==> src/rtl/cfr_pkg.sv <==
// Shared types, constants and the CRC-16/Modbus byte step for the frame receiver.
package cfr_pkg;

    localparam logic [3:0]  FRAME_BYTES  = 4'd9;
    localparam logic [3:0]  COUNT_MAX    = 4'd15;
    localparam logic [3:0]  LAST_PAYLOAD = 4'd6;
    localparam logic [3:0]  LAST_CRC     = 4'd8;
    localparam logic [15:0] CRC_INIT     = 16'hFFFF;
    localparam logic [15:0] CRC_POLY     = 16'hA001;

    typedef enum logic [1:0] {
        STATUS_OK    = 2'd0,
        STATUS_LEN   = 2'd1,
        STATUS_START = 2'd2,
        STATUS_CRC   = 2'd3
    } t_status;

    // One judged frame, passed from the front to the back through the queue
    typedef struct packed {
        t_status     status;
        logic [47:0] payload;
    } t_verdict;

    // Advance the reflected CRC by one byte, eight bit steps
    function automatic logic [15:0] crc_byte(input logic [15:0] crc, input logic [7:0] b);
        logic [15:0] c;
        c = crc ^ {8'h00, b};
        for (int k = 0; k < 8; k++) begin
            if (c[0]) begin
                c = (c >> 1) ^ CRC_POLY;
            end else begin
                c = c >> 1;
            end
        end
        return c;
    endfunction

endpackage

==> src/rtl/cfr_ifs.sv <==
// Valid/ready channel interfaces for the input, result and configuration words.
interface cfr_in_if;
    logic       valid;
    logic       ready;
    logic [7:0] rx_byte;
    logic       is_idle;
    modport source(output valid, output rx_byte, output is_idle, input ready);
    modport sink(input valid, input rx_byte, input is_idle, output ready);
endinterface

interface cfr_out_if;
    logic               valid;
    logic               ready;
    logic [1:0]         status;
    logic signed [15:0] value_x;
    logic signed [15:0] value_y;
    logic signed [15:0] value_z;
    modport source(output valid, output status, output value_x, output value_y,
                   output value_z, input ready);
    modport sink(input valid, input status, input value_x, input value_y,
                 input value_z, output ready);
endinterface

interface cfr_cfg_if;
    logic       valid;
    logic       ready;
    logic [7:0] start_byte;
    modport source(output valid, output start_byte, input ready);
    modport sink(input valid, input start_byte, output ready);
endinterface

==> src/rtl/cfr_front.sv <==
// Front end: frame assembly, running CRC and the verdict on each idle event.
module cfr_front
    import cfr_pkg::*;
(
    input  logic      i_clk,
    input  logic      i_rst_n,
    cfr_in_if.sink    i_in,
    cfr_cfg_if.sink   i_cfg,
    input  logic      i_full,
    output logic      o_push,
    output t_verdict  o_verdict
);

    logic [7:0]  r_start_byte;
    logic [3:0]  r_byte_count, n_byte_count;
    logic        r_first_ok, n_first_ok;
    logic [15:0] r_crc, n_crc;
    logic [47:0] r_payload, n_payload;
    logic [15:0] r_rx_crc, n_rx_crc;
    logic        acc;
    t_status     verdict;

    assign i_cfg.ready = 1'b1;
    assign i_in.ready  = !i_full;
    assign acc         = i_in.valid && i_in.ready;

    // Judge the frame: length first, then start byte, then CRC
    always_comb begin
        if (r_byte_count != FRAME_BYTES) begin
            verdict = STATUS_LEN;
        end else if (!r_first_ok) begin
            verdict = STATUS_START;
        end else if (r_crc != r_rx_crc) begin
            verdict = STATUS_CRC;
        end else begin
            verdict = STATUS_OK;
        end
    end

    assign o_push            = acc && i_in.is_idle;
    assign o_verdict.status  = verdict;
    assign o_verdict.payload = r_payload;

    // Advance the frame state on a data word, clear it on an idle word
    always_comb begin
        n_byte_count = r_byte_count;
        n_first_ok   = r_first_ok;
        n_crc        = r_crc;
        n_payload    = r_payload;
        n_rx_crc     = r_rx_crc;
        if (acc) begin
            if (i_in.is_idle) begin
                n_byte_count = '0;
                n_first_ok   = 1'b0;
                n_crc        = CRC_INIT;
                n_payload    = '0;
                n_rx_crc     = '0;
            end else begin
                if (r_byte_count == '0) begin
                    n_first_ok = (i_in.rx_byte == r_start_byte);
                end else if (r_byte_count <= LAST_PAYLOAD) begin
                    n_crc     = crc_byte(r_crc, i_in.rx_byte);
                    n_payload = {r_payload[39:0], i_in.rx_byte};
                end else if (r_byte_count <= LAST_CRC) begin
                    n_rx_crc = {r_rx_crc[7:0], i_in.rx_byte};
                end
                if (r_byte_count != COUNT_MAX) begin
                    n_byte_count = r_byte_count + 4'd1;
                end
            end
        end
    end

    always_ff @(posedge i_clk) begin
        if (!i_rst_n) begin
            r_start_byte <= '0;
            r_byte_count <= '0;
            r_first_ok   <= 1'b0;
            r_crc        <= CRC_INIT;
            r_payload    <= '0;
            r_rx_crc     <= '0;
        end else begin
            if (i_cfg.valid) begin
                r_start_byte <= i_cfg.start_byte;
            end
            r_byte_count <= n_byte_count;
            r_first_ok   <= n_first_ok;
            r_crc        <= n_crc;
            r_payload    <= n_payload;
            r_rx_crc     <= n_rx_crc;
        end
    end

    // An idle word always leaves an empty frame with a fresh CRC
    a_idle_clears: assert property (@(posedge i_clk) disable iff (!i_rst_n)
        o_push |=> (r_byte_count == '0) && (r_crc == CRC_INIT))
        else $error("frame state not cleared after idle word");

endmodule

==> src/rtl/cfr_queue.sv <==
// Short verdict queue between front and back.
module cfr_queue
    import cfr_pkg::*;
#(
    parameter int DEPTH = 2
)(
    input  logic     i_clk,
    input  logic     i_rst_n,
    input  logic     i_push,
    input  t_verdict i_entry,
    output logic     o_full,
    input  logic     i_pop,
    output t_verdict o_entry,
    output logic     o_empty
);

    localparam int PW = (DEPTH > 1) ? $clog2(DEPTH) : 1;
    localparam int CW = $clog2(DEPTH + 1);

    t_verdict        r_mem [DEPTH];
    logic [PW-1:0]   r_wr, r_rd;
    logic [CW-1:0]   r_count;
    logic            do_push, do_pop;

    assign o_full  = (r_count == CW'(DEPTH));
    assign o_empty = (r_count == '0);
    assign o_entry = r_mem[r_rd];
    assign do_push = i_push && !o_full;
    assign do_pop  = i_pop && !o_empty;

    // Write the entry at the tail
    always_ff @(posedge i_clk) begin
        if (do_push) begin
            r_mem[r_wr] <= i_entry;
        end
    end

    // Advance pointers and occupancy
    always_ff @(posedge i_clk) begin
        if (!i_rst_n) begin
            r_wr    <= '0;
            r_rd    <= '0;
            r_count <= '0;
        end else begin
            if (do_push) begin
                r_wr <= (r_wr == PW'(DEPTH - 1)) ? '0 : r_wr + 1'b1;
            end
            if (do_pop) begin
                r_rd <= (r_rd == PW'(DEPTH - 1)) ? '0 : r_rd + 1'b1;
            end
            case ({do_push, do_pop})
                2'b10:   r_count <= r_count + 1'b1;
                2'b01:   r_count <= r_count - 1'b1;
                default: r_count <= r_count;
            endcase
        end
    end

    a_no_overflow: assert property (@(posedge i_clk) disable iff (!i_rst_n)
        !(i_push && o_full))
        else $error("verdict pushed into a full queue");

    a_no_underflow: assert property (@(posedge i_clk) disable iff (!i_rst_n)
        !(i_pop && o_empty))
        else $error("verdict popped from an empty queue");

    a_count_bound: assert property (@(posedge i_clk) disable iff (!i_rst_n)
        r_count <= CW'(DEPTH))
        else $error("queue occupancy beyond depth");

endmodule

==> src/rtl/cfr_back.sv <==
// Back end: apply accepted verdicts to the held values and present results.
module cfr_back
    import cfr_pkg::*;
(
    input  logic      i_clk,
    input  logic      i_rst_n,
    input  logic      i_empty,
    input  t_verdict  i_entry,
    output logic      o_pop,
    cfr_out_if.source o_out
);

    logic        r_valid;
    t_status     r_status;
    logic [15:0] r_held_x, r_held_y, r_held_z;

    // Take a verdict when the output register is free or being drained
    assign o_pop = !i_empty && (!r_valid || o_out.ready);

    assign o_out.valid   = r_valid;
    assign o_out.status  = r_status;
    assign o_out.value_x = r_held_x;
    assign o_out.value_y = r_held_y;
    assign o_out.value_z = r_held_z;

    always_ff @(posedge i_clk) begin
        if (!i_rst_n) begin
            r_valid  <= 1'b0;
            r_status <= STATUS_OK;
            r_held_x <= '0;
            r_held_y <= '0;
            r_held_z <= '0;
        end else begin
            if (o_pop) begin
                r_valid  <= 1'b1;
                r_status <= i_entry.status;
                if (i_entry.status == STATUS_OK) begin
                    r_held_x <= i_entry.payload[47:32];
                    r_held_y <= i_entry.payload[31:16];
                    r_held_z <= i_entry.payload[15:0];
                end
            end else if (o_out.ready) begin
                r_valid <= 1'b0;
            end
        end
    end

    a_accept_loads: assert property (@(posedge i_clk) disable iff (!i_rst_n)
        (o_pop && i_entry.status == STATUS_OK) |=>
            (r_held_z == $past(i_entry.payload[15:0])) && (r_status == STATUS_OK))
        else $error("accepted frame did not load held values");

endmodule

==> src/rtl/crc16_checked_frame_receiver_unit.sv <==
// Top level of the CRC-16/Modbus checked frame receiver.
//
//   channel  dir  words carried
//   i_in     in   rx_byte[7:0], is_idle  (data byte or line-idle event)
//   o_out    out  status[1:0], value_x/y/z signed[15:0], one per idle event
//   i_cfg    in   start_byte[7:0], always ready
//
// One input word is taken per cycle while the verdict queue is not full; the byte-wide CRC step sets that figure.
// Each verdict passes through the verdict queue, then the output register.
// i_in.ready drops only while the verdict queue is full (output stalled).
// Synchronous active-low reset clears frame state, held values and start_byte.
module crc16_checked_frame_receiver_unit
    import cfr_pkg::*;
#(
    parameter int QUEUE_DEPTH = 2
)(
    input  logic       i_clk,
    input  logic       i_rst_n,
    cfr_in_if.sink     i_in,
    cfr_cfg_if.sink    i_cfg,
    cfr_out_if.source  o_out
);

    logic     push, pop, full, empty;
    t_verdict push_entry, pop_entry;

    cfr_front u_front (
        .i_clk     (i_clk),
        .i_rst_n   (i_rst_n),
        .i_in      (i_in),
        .i_cfg     (i_cfg),
        .i_full    (full),
        .o_push    (push),
        .o_verdict (push_entry)
    );

    cfr_queue #(.DEPTH(QUEUE_DEPTH)) u_queue (
        .i_clk   (i_clk),
        .i_rst_n (i_rst_n),
        .i_push  (push),
        .i_entry (push_entry),
        .o_full  (full),
        .i_pop   (pop),
        .o_entry (pop_entry),
        .o_empty (empty)
    );

    cfr_back u_back (
        .i_clk   (i_clk),
        .i_rst_n (i_rst_n),
        .i_empty (empty),
        .i_entry (pop_entry),
        .o_pop   (pop),
        .o_out   (o_out)
    );

endmodule
==> src/flat_wrapper.sv <==
// flat-port wrapper written by rule: the top's interface ports become plain ports
module crc16_checked_frame_receiver_unit_flat import cfr_pkg::*;
#(
    parameter int QUEUE_DEPTH = 2
)
  (i_clk, i_rst_n, i_in_valid, i_in_rx_byte, i_in_is_idle, i_in_ready, i_cfg_valid, i_cfg_start_byte, i_cfg_ready, o_out_valid, o_out_status, o_out_value_x, o_out_value_y, o_out_value_z, o_out_ready);
  cfr_in_if i_in_i ();
  cfr_cfg_if i_cfg_i ();
  cfr_out_if o_out_i ();
  input  logic i_clk;
  input  logic i_rst_n;
  input wire logic [$bits(i_in_i.valid)-1:0] i_in_valid;
  input wire logic [$bits(i_in_i.rx_byte)-1:0] i_in_rx_byte;
  input wire logic [$bits(i_in_i.is_idle)-1:0] i_in_is_idle;
  output wire logic [$bits(i_in_i.ready)-1:0] i_in_ready;
  input wire logic [$bits(i_cfg_i.valid)-1:0] i_cfg_valid;
  input wire logic [$bits(i_cfg_i.start_byte)-1:0] i_cfg_start_byte;
  output wire logic [$bits(i_cfg_i.ready)-1:0] i_cfg_ready;
  output wire logic [$bits(o_out_i.valid)-1:0] o_out_valid;
  output wire logic [$bits(o_out_i.status)-1:0] o_out_status;
  output wire logic [$bits(o_out_i.value_x)-1:0] o_out_value_x;
  output wire logic [$bits(o_out_i.value_y)-1:0] o_out_value_y;
  output wire logic [$bits(o_out_i.value_z)-1:0] o_out_value_z;
  input wire logic [$bits(o_out_i.ready)-1:0] o_out_ready;
  assign i_in_i.valid = i_in_valid;
  assign i_in_i.rx_byte = i_in_rx_byte;
  assign i_in_i.is_idle = i_in_is_idle;
  assign i_in_ready = i_in_i.ready;
  assign i_cfg_i.valid = i_cfg_valid;
  assign i_cfg_i.start_byte = i_cfg_start_byte;
  assign i_cfg_ready = i_cfg_i.ready;
  assign o_out_valid = o_out_i.valid;
  assign o_out_status = o_out_i.status;
  assign o_out_value_x = o_out_i.value_x;
  assign o_out_value_y = o_out_i.value_y;
  assign o_out_value_z = o_out_i.value_z;
  assign o_out_i.ready = o_out_ready;
  crc16_checked_frame_receiver_unit #(.QUEUE_DEPTH(QUEUE_DEPTH)) u_core (.i_clk(i_clk), .i_rst_n(i_rst_n), .i_in(i_in_i), .i_cfg(i_cfg_i), .o_out(o_out_i));
endmodule
==> config.mk <==
export PLATFORM = sky130hd
export DESIGN_NAME = crc16_checked_frame_receiver_unit_flat
export DESIGN_NICKNAME = d
export VERILOG_FILES = /design/src/rtl/cfr_pkg.sv /design/src/rtl/cfr_ifs.sv /design/src/rtl/cfr_front.sv /design/src/rtl/cfr_queue.sv /design/src/rtl/cfr_back.sv /design/src/rtl/crc16_checked_frame_receiver_unit.sv /design/src/flat_wrapper.sv
export SDC_FILE = /design/constraint.sdc
export NUM_CORES = 1
export LEC_CHECK = 0
export BUFFER_PORTS_ARGS = -buffer_cell sky130_fd_sc_hd__buf_2
export CAP_MARGIN = 40
export CORE_MARGIN = 8
export CORE_UTILIZATION = 50
export CTS_BUF_LIST = sky130_fd_sc_hd__clkbuf_4
export DETAILED_ROUTE_END_ITERATION = 16
export GPL_TIMING_DRIVEN = 0
export PLACE_DENSITY = 0.68
export SYNTH_ARGS = -nofsm -noshare
export SYNTH_HDL_FRONTEND = slang
export SYNTH_HIERARCHICAL = 1
export SYNTH_SLANG_ARGS = --single-unit
==> constraint.sdc <==
create_clock -name i_clk -period 3.68 [get_ports i_clk]
set_input_delay 0.184 -clock i_clk [delete_from_list [all_inputs] [get_ports i_clk]]
set_output_delay 0.184 -clock i_clk [all_outputs]
set_load 0.05 [all_outputs]
==> results.json, run 1 <==
{
  "post_layout_nonfiller_instances": 1286,
  "sw_frac_of_total": 0.239,
  "power_density_nw_per_um2": 519,
  "p_sw_mw": 1.45,
  "fp.dieH_um": 157,
  "io_pins": 75,
  "synth_area_per_cell_um2": 12.2,
  "required_ps": 3970,
  "rsz0062_at_grt": "no",
  "yosys_warnings": 6,
  "design_area_um2": 11700,
  "place_hpwl_um": 13900,
  "antenna_found_initial": 0,
  "p_leak_nw": 4.25,
  "use_met3": 0.0461,
  "max_freq_mhz": 336,
  "cts_made_buffers": 67,
  "grt_use_total": 0.171,
  "fin_crit_sh": 0.808,
  "final_nets": 997,
  "startpoint_type": "flop",
  "routed_wl_um": 20700,
  "cap_violations": 0,
  "cts_root_buffer": "clkbuf_4",
  "worstMarginPinSlew_ps": 586,
  "clkTransAtPathRegs_ps": 60,
  "post-cts-setup-buffers": 0,
  "coreArea_um2": 19500,
  "drtAntennaViolNets": 0,
  "final_cell_mix": "dfxtp_1 (149), clkbuf_4 (116), nand2_1 (116), edfxtp_1 (100), buf_2 (94)",
  "hold_viol_final": 0,
  "die_area_um2": 24600,
  "synth_edf_count": 100,
  "use_met1": 0.199,
  "diodes": 0,
  "io_buffer_count": 71,
  "ys.flop_type": "dfxtp_1",
  "drive_above_1_share": 0.279,
  "synth_area_um2": 9900,
  "grt_pass1_vias": 6685,
  "cts_tree": "done",
  "syn2layout_area_growth_pct": 18.1,
  "htree_levels": 3,
  "path_max_fanout": 27,
  "setup_viol": 0,
  "status": "finished clean",
  "rows": 51,
  "seq_power_share": 0.493,
  "synth-seq-cells": 249,
  "p_int_mw": 4.62,
  "gp_congestion": 0.870,
  "async_reset_ff_frac": 0,
  "final_common_cell": "dfxtp_1",
  "ir_worst_vdd_mv": 0.253,
  "cts_buffer_depth": 3,
  "initial_core_util": 0.509,
  "p_comb_frac": 0.102,
  "finClkSkew_ps": 36.2,
  "slew_viol_final": 0,
  "firstDrtPassIters": 4,
  "top_usage_layer": "met2",
  "post_dp_cell_area_um2": 10600,
  "p_clk_frac": 0.406,
  "drt_drc_violations_left": 0,
  "grt_use_met2": 0.297,
  "overflow": 0,
  "vias": 6511,
  "slew_headroom": 0.610,
  "synth_cell_types": 53,
  "syn_nets": 837,
  "layout_setup_ws_ps": 706,
  "worstSetupEndpointType": "flop",
  "place_ws_ps": 715,
  "grt_max_degree": 30,
  "finalPower_mw": 6.08,
  "cp_data_arrival_time_ps": 3260,
  "viasPerCell": 5.06,
  "ys_seq_area_frac": 0.604,
  "dp.cells": 1148,
  "routedWlPerCell_um": 16.1,
  "numClockSinks": 249,
  "post-route-min-period_ps": 2970,
  "insertion_delay_ps": 630,
  "syn_inst": 810,
  "fp.dieW_um": 157,
  "path_class": "flop to flop",
  "hp-class": "input pin to flop",
  "drt_iter0_drc": 344,
  "grt_pass1_wl_um": 33300
}
## sequential cells by signal, summed over array words and instances, names as in the netlist, 2 cells and up, named ones only
| name | count |
|---|---|
| u_core/u_queue/r_mem | 100 |
| u_core/u_queue/r_count | 2 |
| u_core/u_back/o_out.value_y | 16 |
| u_core/u_back/o_out.value_x | 16 |
| u_core/u_back/o_out.value_z | 16 |
| u_core/u_back/o_out.status | 2 |
| u_core/u_front/r_payload | 48 |
| u_core/u_front/r_rx_crc | 16 |
| u_core/u_front/r_crc | 16 |
| u_core/u_front/r_start_byte | 8 |
| u_core/u_front/r_byte_count | 4 |
## final cells by class
type	count	area, um^2
buffer	51	254
clock buffer	116	871
clock inverter	4	15.0
fill	1607	7760
inverter	11	41.3
multi-input combinational	499	3620
sequential	249	5990
tap	265	332
timing repair buffer	91	576
## synth_stat cells, drive strengths merged, types with 3 or more instances
cell type / instances / share of area
xor2: 22 / 0.020
o21ai: 6 / 0.0030
inv: 11 / 0.0042
nor4: 7 / 0.0066
nand4: 3 / 0.0019
a31oi: 3 / 0.0019
dfxtp: 149 / 0.30
nor2: 8 / 0.0030
or3: 3 / 0.0019
mux2: 50 / 0.057
a21boi: 3 / 0.0023
xnor3: 3 / 0.0071
nor3b: 4 / 0.0035
mux2i: 56 / 0.057
buf: 30 / 0.018
nand2b: 3 / 0.0021
nand3: 4 / 0.0020
o22ai: 13 / 0.0082
xnor2: 27 / 0.025
a22oi: 63 / 0.048
ha: 5 / 0.0063
edfxtp: 100 / 0.30
nor2b: 77 / 0.049
a21oi: 6 / 0.0030
clkbuf: 21 / 0.0080
nand2: 116 / 0.044
## path summary, 6_finish.rpt
path                                                     from                                          end  slack [ps]  depth (start not counted)
setup reg to reg       u_core/u_queue/r_count[0]$_SDFFE_PN0P_        u_core/u_queue/r_mem[0][13]$_DFFE_PP_         710                          9
hold reg to reg   u_core/u_back/o_out.value_y[0]$_SDFFE_PN0P_  u_core/u_back/o_out.value_y[0]$_SDFFE_PN0P_         450                          2
hold / removal                                    i_cfg_valid  u_core/u_front/r_start_byte[6]$_SDFFE_PN0P_         130                          3
setup / recovery       u_core/u_queue/r_count[0]$_SDFFE_PN0P_        u_core/u_queue/r_mem[0][13]$_DFFE_PP_         710                          9
## stage by stage
step                utilization  TNS [ps]  hold slack [ps]
global route              0.601         0              114
finish                    0.601         0              131
CTS                       0.601         0             84.2
detailed placement        0.546         0              440
global placement          0.544    -18950              434
floorplan                     -         0              306
## what timing repair did
item / 4_1_cts / 5_1_grt
resized for setup: 0 / 0
hold endpoints to repair: 32 / 0
hold buffers: 18 / 0
## power by group through the flow
| stage | logic, mW | clock network, mW | registers [mW] |
|---|---|---|---|
| 4_1_cts | 0.622 | 2.56 | 2.99 |
| 2_1_floorplan | 0.420 | 0 | 3.08 |
| 6_report | 0.619 | 2.46 | 2.99 |
| 3_3_place_gp | 0.595 | 0 | 3.05 |
| 5_1_grt | 0.669 | 2.71 | 3.00 |
| 3_5_place_dp | 0.604 | 0 | 3.05 |
## per-layer routing
layer | routed length, um | up-vias
met1 | 9110 | 3126
met3 | 934 | 31
met4 | 334 | 0
met2 | 10400 | 138
met5 | 0 | -
li1 | - | 3216
## kinds of logic (layout without fill, tap and decap cells)
| group | count (synthesis) | count (layout) | synth area share |
|---|---|---|---|
| AO/OA/AOI/OAI | 97 | 97 | 0.0685 |
| XOR/XNOR | 52 | 52 | 0.0527 |
| adder cells (fa/ha/maj) | 5 | 5 | 0.00632 |
| buffers and inverters | 62 | 273 | 0.0298 |
| flip-flops | 249 | 249 | 0.604 |
| multiplexers | 106 | 106 | 0.113 |
| other | 1 | 1 | 0.000379 |
| AND/OR/NAND/NOR | 238 | 238 | 0.124 |
## worst max-delay path, stage by stage, from the launching register on
cell,delay (ps)
dfxtp_1,410
nand2b_2,190
inv_2,50
nor2b_1,420
nand2_1,210
inv_1,190
inv_1,70
or3_1,370
inv_2,440
buf_12,270
Power figures use the tool's default switching activity.
==> run 2, diff against run 1 <==
Settings changed: ABC_AREA from default to 1.
Clock period 3.68 ns to 3 ns, I/O delays scaled along.
==> run 2 against run 1 <==
  * Area after synthesis grew 10%
  * Count of clock-buffer cells in the layout down 11
  * Routed wire length increased by 14%
  * Via count rose by 27%
  * Sequential share of layout area shrank 4.9 points
  * Final cell count is 33% higher
  * Cell area increased by 11%
  * Core utilization is 0.31 points lower
  * Die area is 9.3% higher
  * Flip-flop and latch count stayed put
  * Register-to-register slack got worse by 110 ps
  * Global-route usage grew 0.75 points
  * Critical endpoint is now u_core/u_queue/r_mem[0][26]$_DFFE_PP_
  * Largest cell class unchanged
==> results.json, run 2 <==
{
  "drt_drc_violations_left": 0,
  "rows": 54,
  "yosys.area.top_type": "edfxtp_1",
  "synth_common_cells": "nand2_1 (305), inv_1 (185), dfxtp_1 (149)",
  "route.met3.wl_um": 1580,
  "rsz0062_at_grt": "no",
  "startpoint_type": "flop",
  "numClockSinks": 249,
  "synth_area_um2": 10900,
  "cts_made_buffers": 67,
  "yosys_warnings": 6,
  "synth_top_area_frac": 0.275,
  "firstDrtPassIters": 5,
  "largest_register": "u_core/u_queue/r_mem",
  "worstMarginPinSlew_ps": 795,
  "fin_crit_sh": 0.801,
  "largest_reg_flops": 100,
  "synth_cell_types": 41,
  "syn_nets": 1234,
  "required_ps": 3330,
  "critical_path.max_stage_delay_ps": 510,
  "slew_headroom": 0.466,
  "clkTransAtPathRegs_ps": 60,
  "post_dp_cell_area_um2": 11700,
  "worstSetupEndpointType": "flop",
  "path_class": "flop to flop",
  "post-route-min-period_ps": 2400,
  "drtAntennaViolNets": 0,
  "synth_edf_count": 100,
  "ys_top_cells_by_area": "edfxtp_1 (27%), dfxtp_1 (27%), nand2_1 (10%)",
  "slowest_stage": "nor2_4",
  "cap_violations": 0,
  "hp-class": "input pin to flop",
  "p_leak_nw": 5.62,
  "synth-seq-cells": 249,
  "cts_resized": 0,
  "hold_depth": 5,
  "power_density_nw_per_um2": 584,
  "overflow": 0,
  "coreArea_um2": 21600,
  "rrSetupSlack_ps": 600,
  "max_freq_mhz": 416,
  "cts_root_buffer": "clkbuf_4",
  "ir_worst_vdd_mv": 0.325,
  "syn_inst": 1207,
  "worstReg2RegEnd": "u_core/u_queue/r_mem[0][26]$_DFFE_PP_",
  "ys_seq_area_frac": 0.548,
  "ys.flop_type": "dfxtp_1",
  "synth_area_per_cell_um2": 9.05,
  "top_layer": "met4",
  "fp.dieW_um": 164,
  "fp.dieH_um": 164,
  "design_area_um2": 12900,
  "reg_top3": "u_core/u_queue/r_mem: 100 flops, u_core/u_front/r_payload: 48 flops",
  "wl_met2_um": 11300,
  "setup_viol": 0,
  "viasPerCell": 4.82,
  "finClkSkew_ps": 21.9,
  "whs_endpoint": "u_core/u_front/r_payload[5]$_SDFFE_PN0P_",
  "gp_congestion": 0.860,
  "routed_wl_um": 23700,
  "cts_buffer_depth": 3,
  "vias": 8277,
  "grt_use_total": 0.179,
  "holdCritStartpoint": "i_in_rx_byte[5]",
  "reg2reg_from": "u_core/u_queue/r_count[0]$_SDFFE_PN0P_",
  "cp_top_family": "simple AND/OR/NAND/NOR gates",
  "whs_ps": 70.2,
  "final_nets": 1412,
  "async_reset_ff_frac": 0,
  "grt_pass1_vias": 8135,
  "hold_viol_final": 0,
  "worstRegToRegCells": 9,
  "htree_levels": 3,
  "cp_data_arrival_time_ps": 2730,
  "syn2layout_area_growth_pct": 18.3,
  "place_hpwl_um": 16400,
  "fillers": 1886,
  "final_common_cell": "nand2_1",
  "io_pins": 75,
  "path_buf_inv": 4,
  "crit_chain": "nor2_1 -> inv_1 -> nand2_1 -> nor2_1 -> inv_1 -> nor2_1 -> inv_1 -> nor2_4 -> buf_16",
  "initial_core_util": 0.505,
  "drt_iter0_drc": 413,
  "drive_above_1_share": 0.214,
  "io_buffer_count": 73,
  "path_max_fanout": 19,
  "grt_max_degree": 32,
  "insertion_delay_ps": 640,
  "antenna_found_initial": 1,
  "slew_viol_final": 0,
  "status": "finished clean",
  "final_cell_mix": "nand2_1 (305), inv_1 (184), dfxtp_1 (149), clkbuf_4 (106), edfxtp_1 (100)",
  "routedWlPerCell_um": 13.8,
  "synth.most_common_cell": "nand2_1",
  "wl_met1_um": 10300,
  "finalPower_mw": 7.55,
  "grt_pass1_wl_um": 38800,
  "die_area_um2": 26800,
  "cts_tree": "done"
}
[run 2: layout make-up]
type	instances	area, um^2	share of cell area
sequential	249	5990	0.463
multi-input combinational	701	3790	0.293
clock buffer	105	788	0.0610
timing repair buffer	109	771	0.0596
inverter	199	748	0.0579
buffer	58	410	0.0317
tap	280	350	0.0271
clock inverter	14	81.3	0.00629
antenna	1	2.50	0.000194
[run 2: what timing repair did]
item,in CTS,in global routing
buffers inserted,0,0
hold buffers,33,0
endpoints found under the setup margin,0,0
endpoints found under the hold margin,33,0
[run 2: per-stage QoR]
stage                util  TNS [ps]  setup slack [ps]  instances
global route        0.598         0               374       1716
global placement    0.539    -14830              -301       1560
floorplan               -         0              65.5       1207
CTS                 0.598         0               560       1715
detailed placement  0.542         0               582       1563
finish              0.598         0               596       1716
[run 2: routing by layer]
layer	GRT usage	vias to the layer above
li1	-	4258
met1	0.211	3751
met2	0.309	226
met3	0.0461	42
met4	0.0653	0
met5	0	-
[run 2: report_power, final]
part	switching (mW)	total (mW)	internal, mW	leakage, nW
sequential	0.0513	3.66	3.61	2.12
combinational	0.535	0.888	0.353	2.98
clock	1.32	3.00	1.67	0.522
total	1.91	7.55	5.64	5.62
[run 2: worst reg2reg max path, cell delays in order, from the launching register on]
cell and delay (ps):
dfxtp_1 370, nor2_1 100, inv_1 70, nand2_1 100, nor2_1 340, inv_1 80, nor2_1 180, inv_1 110
nor2_4 520, buf_16 240
[run 2: worst max-delay path by stage]
stage | startpoint | end | slack, ps | cells past startpoint
finish | u_core/u_queue/r_count[0]$_SDFFE_PN0P_ | u_core/u_queue/r_mem[0][26]$_DFFE_PP_ | 600 | 9
global route | u_core/u_queue/r_count[0]$_SDFFE_PN0P_ | u_core/u_queue/r_mem[0][42]$_DFFE_PP_ | 370 | 9
CTS | u_core/u_queue/r_count[0]$_SDFFE_PN0P_ | u_core/u_queue/r_mem[0][42]$_DFFE_PP_ | 560 | 9
detailed placement | u_core/u_queue/r_count[1]$_SDFFE_PN0P_ | u_core/u_queue/r_mem[0][29]$_DFFE_PP_ | 580 | 10
global placement | u_core/u_queue/r_count[1]$_SDFFE_PN0P_ | u_core/u_queue/r_mem[1][2]$_DFFE_PP_ | -300 | 9
floorplan | u_core/u_queue/r_count[1]$_SDFFE_PN0P_ | u_core/u_queue/r_mem[1][0]$_DFFE_PP_ | 70 | 9
[run 2: cells by family after synthesis]
family,synth area share
and+or+nand+nor,0.200
buffers and inverters,0.106
DFF,0.548
AOI/OAI and AO/OA,0.0582
muxes,0.0687
xor gates and xnor gates,0.0136
adders and majority gates,0.00572
other,0.000343
==> run 3, diff against run 2 <==
Clock period 3 ns to 2.25 ns, I/O delays scaled along.
==> run 3 against run 2 <==
  * Global-route usage rose by 0.055 points
  * Flip-flop and latch count unchanged
  * Sequential power rose by 33%
  * Combinational power grew 36%
  * Power up 34%
  * Critical endpoint is now u_core/u_back/o_out.value_x[4]$_SDFFE_PN0P_
  * Non-clock buffer count rose by 6
  * Via count increased by 1.8%
  * Clock power up 33%
==> results.json, run 3 (synthesis gave the netlist of run 2 again) <==
{
  "firstDrtPassIters": 7,
  "path_class": "flop to flop",
  "vias": 8426,
  "overflow": 0,
  "max_freq_mhz": 486,
  "cts_root_buffer": "clkbuf_4",
  "routed_wl_um": 24100,
  "final_cell_mix": "nand2_1 (304), inv_1 (179), dfxtp_1 (148), clkbuf_4 (105), edfxtp_1 (100)",
  "gp_congestion": 0.851,
  "rsz0062_at_grt": "no",
  "fp.dieW_um": 164,
  "required_ps": 2750,
  "coreArea_um2": 21600,
  "dp.cells": 1562,
  "cts_buffer_depth": 3,
  "routedWlPerCell_um": 13.9,
  "worstMarginPinSlew_ps": 751,
  "fin_crit_sh": 0.914,
  "worstSetupEndpointType": "flop",
  "rows": 54,
  "post_layout_nonfiller_instances": 1729,
  "regArea_um2": 5990,
  "drive_above_1_share": 0.222,
  "cp_data_arrival_time_ps": 2560,
  "antenna_found_initial": 1,
  "startpoint_type": "flop",
  "reg_top3": "u_core/u_queue/r_mem: 100 flops, u_core/u_front/r_payload: 48 flops",
  "grt_max_degree": 32,
  "drt_drc_violations_left": 0,
  "path_max_fanout": 10,
  "p_leak_nw": 5.64,
  "htree_levels": 3,
  "final_nets": 1421,
  "power_density_nw_per_um2": 774,
  "multi_input_area_um2": 3830,
  "insertion_delay_ps": 640,
  "slew_viol_final": 0,
  "syn2layout_area_growth_pct": 19.2,
  "largest_register": "u_core/u_queue/r_mem",
  "drtAntennaViolNets": 0,
  "largest_reg_flops": 100,
  "drt_iter0_drc": 476,
  "tns_ps": 0,
  "initial_core_util": 0.505,
  "ir_worst_vdd_mv": 0.379,
  "final_common_cell": "nand2_1",
  "die_area_um2": 26800,
  "finalPower_mw": 10.1,
  "grt_pass1_vias": 8195,
  "status": "finished clean",
  "place_hpwl_um": 16500,
  "grt_pass1_wl_um": 38900,
  "setup_viol": 0,
  "fillers": 1882,
  "cts_tree": "done",
  "post-route-min-period_ps": 2060,
  "io_pins": 75,
  "io_buffer_count": 73,
  "final_util": 0.603,
  "cts_made_buffers": 68,
  "numClockSinks": 249,
  "slew_headroom": 0.495,
  "clkTransAtPathRegs_ps": 60,
  "cap_violations": 0,
  "fp.dieH_um": 164,
  "hp-class": "input pin to flop",
  "hold_viol_final": 0,
  "finClkSkew_ps": 40.8,
  "viasPerCell": 4.87,
  "grt_use_total": 0.179
}
[run 3: final timing paths]
check | startpoint | to | slack, ps | depth (start not counted)
worst max-delay path | flop | u_core/u_back/o_out.value_x[4]$_SDFFE_PN0P_ | 190 | 9
worst min-delay path | o_out_ready | u_core/u_back/o_out.value_x[10]$_SDFFE_PN0P_ | 280 | 7
worst max register to register | flop | u_core/u_back/o_out.value_x[4]$_SDFFE_PN0P_ | 190 | 9
worst min register to register | u_core/u_front/r_payload[40]$_SDFFE_PN0P_ | u_core/u_queue/r_mem[0][40]$_DFFE_PP_ | 450 | 0
[run 3: final cells by class]
class / count / share of cell area
Sequential cell: 249 / 0.459
Multi-Input combinational cell: 702 / 0.294
Timing Repair Buffer: 115 / 0.0611
Clock buffer: 104 / 0.0599
Inverter: 199 / 0.0581
Buffer: 58 / 0.0320
Tap cell: 280 / 0.0269
Clock inverter: 20 / 0.00816
Timing Repair inverter: 1 / 0.000576
Antenna cell: 1 / 0.000192
[run 3: repair_timing]
action / in CTS / in global routing
setup endpoints to repair: 3 / 65
endpoints found under the hold margin: 39 / 0
hold buffers: 36 / 0
buffers inserted: 0 / 4
resized for setup: 1 / 7
cloned: 0 / 2
pin swaps: 1 / 1
[run 3: critical path: stages, from the launching register on]
cell	delay [ps]
dfxtp_1	320
buf_6	190
buf_12	170
mux2_4	340
nor2_4	210
buf_4	220
buf_2	230
nand4_1	120
nand2_1	100
nor2_1	50
[run 3: stage by stage]
step	hold WS (ps)	setup WS, ps	instance area [um^2]
4_1_cts	240	15.6	13000
2_1_floorplan	234	34.6	11000
3_5_place_dp	343	-57.1	11700
6_report	276	194	13000
5_1_grt	310	28.9	13000
3_3_place_gp	335	-408	11700
[run 3: metal layers]
layer / vias up / global-route usage / share of wire
li1: 4280 / - / -
met5: - / 0 / 0
met1: 3867 / 0.210 / 0.42
met2: 242 / 0.307 / 0.49
met4: 0 / 0.0843 / 0.022
met3: 37 / 0.0409 / 0.065
[run 3: report_power, final]
part           switching (mW)  internal (mW)  total [mW]
logic                   0.734          0.477        1.21
clock network            1.77           2.23        4.00
registers              0.0668           4.82        4.88
total                    2.57           7.52        10.1
